<file path="src/rtl/gms_pkg.sv">
package gms_pkg;

   // default sizes of the line store and the grid
   localparam int MAX_COLS_DEF = 256;
   localparam int MAX_ROWS_DEF = 4096;

   // configuration port
   localparam int CSR_IDX_W  = 1;
   localparam int CSR_DATA_W = 13;
   localparam int COLS_W     = 9;
   localparam int ROWS_W     = 13;

   localparam logic [CSR_IDX_W-1:0] CSR_COLS = 1'd0;
   localparam logic [CSR_IDX_W-1:0] CSR_ROWS = 1'd1;

   // payload widths
   localparam int COORD_W = 32;
   localparam int COL_W   = 8;
   localparam int ROW_W   = 12;

   // saturation limits
   localparam logic signed [31:0] SAT_POS = 32'sh7FFF_FFFF;
   localparam logic signed [31:0] SAT_NEG = 32'sh8000_0000;
   localparam logic signed [31:0] DER_LIM = 32'sh7FFF_FFFF;

   // reciprocal divider: numerator 2^48 + |d|/2, divisor |d|
   localparam int DIV_NUM_W = 64;
   localparam int DIV_DEN_W = 63;
   localparam int DIV_Q_W   = 49;

   typedef struct packed {
      logic                 start;
      logic [DIV_NUM_W-1:0] num;
      logic [DIV_DEN_W-1:0] den;
   } div_ctl_type;

   typedef struct packed {
      logic               done;
      logic [DIV_Q_W-1:0] quo;
   } div_sts_type;

endpackage

</file>
<file path="src/rtl/gms_div.sv">
module gms_div import gms_pkg::*; (
   input  logic        clock,
   input  logic        reset,
   input  div_ctl_type ctl,
   output div_sts_type sts
);

   logic [DIV_DEN_W-1:0] den_ff;
   logic [DIV_DEN_W-1:0] rem_ff;
   logic [DIV_DEN_W-1:0] rem_in;
   logic [DIV_Q_W-1:0]   nsh_ff;
   logic [DIV_Q_W-1:0]   quo_ff;
   logic [5:0]           cnt_ff;
   logic                 busy_ff;
   logic                 done_ff;
   logic [DIV_DEN_W:0]   trial;
   logic                 qbit;

   // restoring step, one quotient bit a cycle
   always_comb begin
      trial  = {rem_ff, nsh_ff[DIV_Q_W-1]};
      qbit   = (trial >= {1'b0, den_ff});
      rem_in = qbit ? DIV_DEN_W'(trial - {1'b0, den_ff}) : DIV_DEN_W'(trial);
   end

   always_ff @(posedge clock) begin
      if (reset) begin
         busy_ff <= 1'b0;
         done_ff <= 1'b0;
         cnt_ff  <= '0;
      end else begin
         done_ff <= 1'b0;
         if (ctl.start) begin
            den_ff  <= ctl.den;
            // upper numerator bits are always below the divisor
            rem_ff  <= DIV_DEN_W'(ctl.num[DIV_NUM_W-1:DIV_Q_W]);
            nsh_ff  <= ctl.num[DIV_Q_W-1:0];
            quo_ff  <= '0;
            cnt_ff  <= 6'(DIV_Q_W);
            busy_ff <= 1'b1;
         end else if (busy_ff) begin
            rem_ff <= rem_in;
            quo_ff <= {quo_ff[DIV_Q_W-2:0], qbit};
            nsh_ff <= {nsh_ff[DIV_Q_W-2:0], 1'b0};
            cnt_ff <= cnt_ff - 6'd1;
            if (cnt_ff == 6'd1) begin
               busy_ff <= 1'b0;
               done_ff <= 1'b1;
            end
         end
      end
   end

   assign sts.done = done_ff;
   assign sts.quo  = quo_ff;

endmodule
</file>
<file path="config.mk">
export PLATFORM = sky130hd
export DESIGN_NAME = gms_div
export DESIGN_NICKNAME = d
export VERILOG_FILES = /design/src/rtl/gms_pkg.sv /design/src/rtl/gms_div.sv
export SDC_FILE = /design/constraint.sdc
export NUM_CORES = 1
export LEC_CHECK = 0
export ABC_AREA = 1
export BUFFER_PORTS_ARGS = -buffer_cell sky130_fd_sc_hd__buf_2
export CAP_MARGIN = 40
export CORE_AREA = 5 5 167 169
export CTS_CLUSTER_DIAMETER = 200
export DETAILED_ROUTE_END_ITERATION = 8
export DIE_AREA = 0 0 172 174
export GPL_ROUTABILITY_DRIVEN = 0
export PLACE_DENSITY = 0.81
export REMOVE_ABC_BUFFERS = 1
export SLEW_MARGIN = 20
export SYNTH_ARGS = -nofsm -noshare
export SYNTH_HDL_FRONTEND = slang
export SYNTH_SLANG_ARGS = --single-unit
</file>
<file path="constraint.sdc">
create_clock -name clock -period 19.75 [get_ports clock]
set_input_delay 3.95 -clock clock [delete_from_list [all_inputs] [get_ports clock]]
set_output_delay 3.95 -clock clock [all_outputs]
set_load 0.01 [all_outputs]
</file>
==> impl_metrics.py <==
metrics = {
    "timing": {
        "fin_ws_ns": 13.58,
        "skew_ns": 0.01224,
        "fin_crit_sh": 0.3124,
        "rsz0062_at_grt": "no",
        "fmax_mhz": 162.1,
        "relSlewSlack": 0.5414,
        "setup_tns_ns": 0,
        "hold_ws_ns": 0.5116,
        "worstMarginPinSlew_ns": 0.6878,
        "fin_crit_ns": 6.170,
        "finalSetupViolCount": 0,
        "hold_violations": 0,
        "maxSlewViolCount": 0,
    },
    "critical_path": {
        "setup.worst_path.end_class": "flip-flop",
        "r2r-end": "rem_ff[49]",
        "crit_required_ns": 19.96,
        "crit_path_start_kind": "input pin",
        "worstSetupPathType": "input pin to flip-flop",
        "rr_startpoint": "rem_ff[38]",
        "crit_path_max_fanout": 58,
        "ff2ff_setup_slack_ns": 15.86,
        "arrival_ns": 6.38,
        "r2r_cells": 10,
    },
    "synth": {
        "synth_area_leaders": "edfxtp_1, nand2_1, inv_1",
        "yosysTopAreaCell": "edfxtp_1",
        "synth_cells": 2191,
        "synth_top_family_by_area": "simple AND/OR/NAND/NOR gates",
        "synth-adder-area-share": 0.05361,
        "synthDistinctLibCells": 42,
        "post_synth.cell_area_avg_um2": 7.094,
        "yosysWarnings": 0,
        "synth_top_cell_area_share": 0.4328,
        "seq_area_frac_synth": 0.4431,
        "synth-xor-area-share": 0.01747,
        "syn_area_mm2": 0.01554,
        "yosys.area_share.simple": 0.3322,
        "synth_seq_cells": 232,
        "synthMuxAreaShare": 0,
        "synth_compound_area_frac": 0.02689,
    },
    "clock_network": {
        "cts_hold_buf": 0,
        "cts_made_buffers": 25,
        "h-tree-depth": 1,
        "cts-root-buf": "clkbuf_16",
        "cts.clk_slew.worst_paths_ns": 0.06,
        "clock_path_buffers": 3,
        "cts.sinks": 232,
        "cts_resized": 0,
        "tritoncts": "yes",
        "clk_latency_ns": 0.53,
        "post-cts-setup-buffers": 0,
    },
    "power": {
        "seqPwrFrac": 0.397,
        "sw_frac_of_total": 0.3426,
        "peakVddDrop_v": 0.00008896,
        "p_leak_uw": 0.009501,
        "combPwrFrac": 0.315,
        "powerDensity_mw_per_mm2": 89.60,
        "p_switching_uw": 540.1,
        "p_int_uw": 1037,
        "p_clk_frac": 0.288,
    },
    "floorplan": {
        "io_pins": 180,
        "initial_utilization": 0.5882,
        "dieWidth_um": 172,
        "fp.dieH_um": 174,
        "rows": 60,
        "core_area_mm2": 0.02643,
        "dieArea_mm2": 0.02993,
    },
    "route": {
        "wirelength_um": 39120,
        "wl_per_cell_um": 14.38,
        "wl_met2_um": 17380,
        "wl_met3_um": 3883,
        "ant_nets": 0,
        "drt-vias-per-instance": 5.125,
        "drtPass1Iterations": 6,
        "drt-met1-wl_um": 16410,
        "drtIter0Drc": 1195,
        "vias": 13940,
        "highest_layer": "met5",
        "drc": 0,
    },
    "min_path": {
        "hold_path_depth": 2,
        "min_path_type": "flip-flop to flip-flop",
        "holdCritStartpoint": "nsh_ff[41]",
        "holdPathEnd": "nsh_ff[42]",
    },
    "global_routing": {
        "grt_first_pass_wirelength_um": 63320,
        "antenna_found_initial": 6,
        "track_usage": 0.2572,
        "overflow": 0,
        "grt_max_degree": 74,
        "grt_pass1_vias": 13060,
    },
    "placed_design": {
        "place_ws_ns": 13.04,
        "port-buffer-count": 179,
        "post_dp_cell_area_mm2": 0.01679,
        "dp_hpwl_um": 30020,
    },
    "finish": {
        "drive_gt1_frac": 0.1114,
        "finalInstanceArea_mm2": 0.01760,
        "num-nets-final": 2560,
        "layout_common_cells": "nand2_1, inv_1, nor2_1",
        "syn_to_final_growth_pct": 13.21,
        "fill_cells": 2305,
        "layout_commonest_cell": "nand2_1",
    },
    "job": {
        "drv_cap": 0,
    },
    "outcome": {
        "status": "completed",
    },
}
routing by layer:
| layer | vias to the layer above | global-route usage |
|---|---|---|
| li1 | 7004 | - |
| met1 | 6220 | 0.3565 |
| met2 | 590 | 0.4049 |
| met3 | 118 | 0.05731 |
| met4 | 12 | 0.07959 |
| met5 | - | 0 |
stage by stage:
| step | cells | utilization | power (µW) |
|---|---|---|---|
| floorplan | 2148 | - | 990.6 |
| global placement | 2674 | 0.6325 | 1105 |
| detailed placement | 2677 | 0.6354 | 1120 |
| CTS | 2719 | 0.6650 | 1576 |
| global route | 2720 | 0.6658 | 1674 |
| finish | 2721 | 0.6659 | 1577 |
synthesized netlist by cell type:
library cell / number
nand2_1: 845
inv_1: 455
nor2_1: 259
edfxtp_1: 224
nand3_1: 81
ha_1: 65
a21oi_1: 45
nand3b_1: 31
clkbuf_1: 24
o21ai_0: 21
xor2_1: 18
xnor2_1: 13
buf_2: 12
nor3_1: 12
inv_2: 11
nand4_1: 10
nor2_2: 10
dfxtp_1: 8
nand2_2: 7
nor4_1: 4
and3_1: 3
buf_4: 3
o21ai_2: 3
buf_8: 2
nand2_4: 2
nand3_2: 2
nor3_2: 2
nor3b_1: 2
o21ai_1: 2
o21bai_1: 2
or2_2: 2
a211oi_1: 1
a21o_1: 1
a21oi_2: 1
a31oi_1: 1
and2_1: 1
buf_1: 1
buf_6: 1
clkinv_1: 1
fa_1: 1
nor2_4: 1
o22ai_1: 1
critical path, stage by stage:
cell	delay, ns
buf_4	0.45
clkinv_2	0.22
o21ai_4	0.16
buf_4	0.43
buf_12	0.29
buf_4	0.45
buf_16	0.32
how the worst max path moves through the flow:
stage,start,end,slack (ns)
3_3_place_gp,ctl[127],nsh_ff[5],12.80
3_5_place_dp,ctl[127],nsh_ff[6],13.04
2_1_floorplan,ctl[127],nsh_ff[0],2.36
4_1_cts,ctl[127],nsh_ff[8],13.61
5_1_grt,ctl[127],nsh_ff[1],13.39
6_report,ctl[127],nsh_ff[12],13.58
power groups by stage:
stage	Sequential [µW]	Clock (µW)	Combinational, µW
2_1_floorplan	645	0	345
3_3_place_gp	634	0	471
3_5_place_dp	635	0	485
4_1_cts	626	462	489
5_1_grt	630	485	559
6_report	626	454	497
cells by family after synthesis:
group | Yosys count
adder cells (fa/ha/maj) | 66
AO/OA/AOI/OAI | 78
flip-flops | 232
XOR/XNOR | 31
AND/OR/NAND/NOR | 1274
buffers and inverters | 510
registers in the layout, summed over array words and instances, names as in the netlist:
name / flops
den_ff: 63
rem_ff: 63
nsh_ff: 49
quo_ff: 49
cnt_ff: 6
busy_ff: 1
done_ff: 1
final cells by class:
| cell class | count | area (µm²) | area share |
|---|---|---|---|
| antenna | 1 | 2.502 | 0.0001422 |
| clock buffer | 27 | 633.1 | 0.03598 |
| clock inverter | 15 | 150.1 | 0.008533 |
| inverter | 467 | 1754 | 0.09969 |
| multi-input combinational | 1449 | 6704 | 0.3810 |
| sequential | 232 | 6887 | 0.3914 |
| tap | 341 | 426.7 | 0.02425 |
| timing repair buffer | 189 | 1039 | 0.05902 |
No activity file was read; power rests on OpenSTA's default activity.
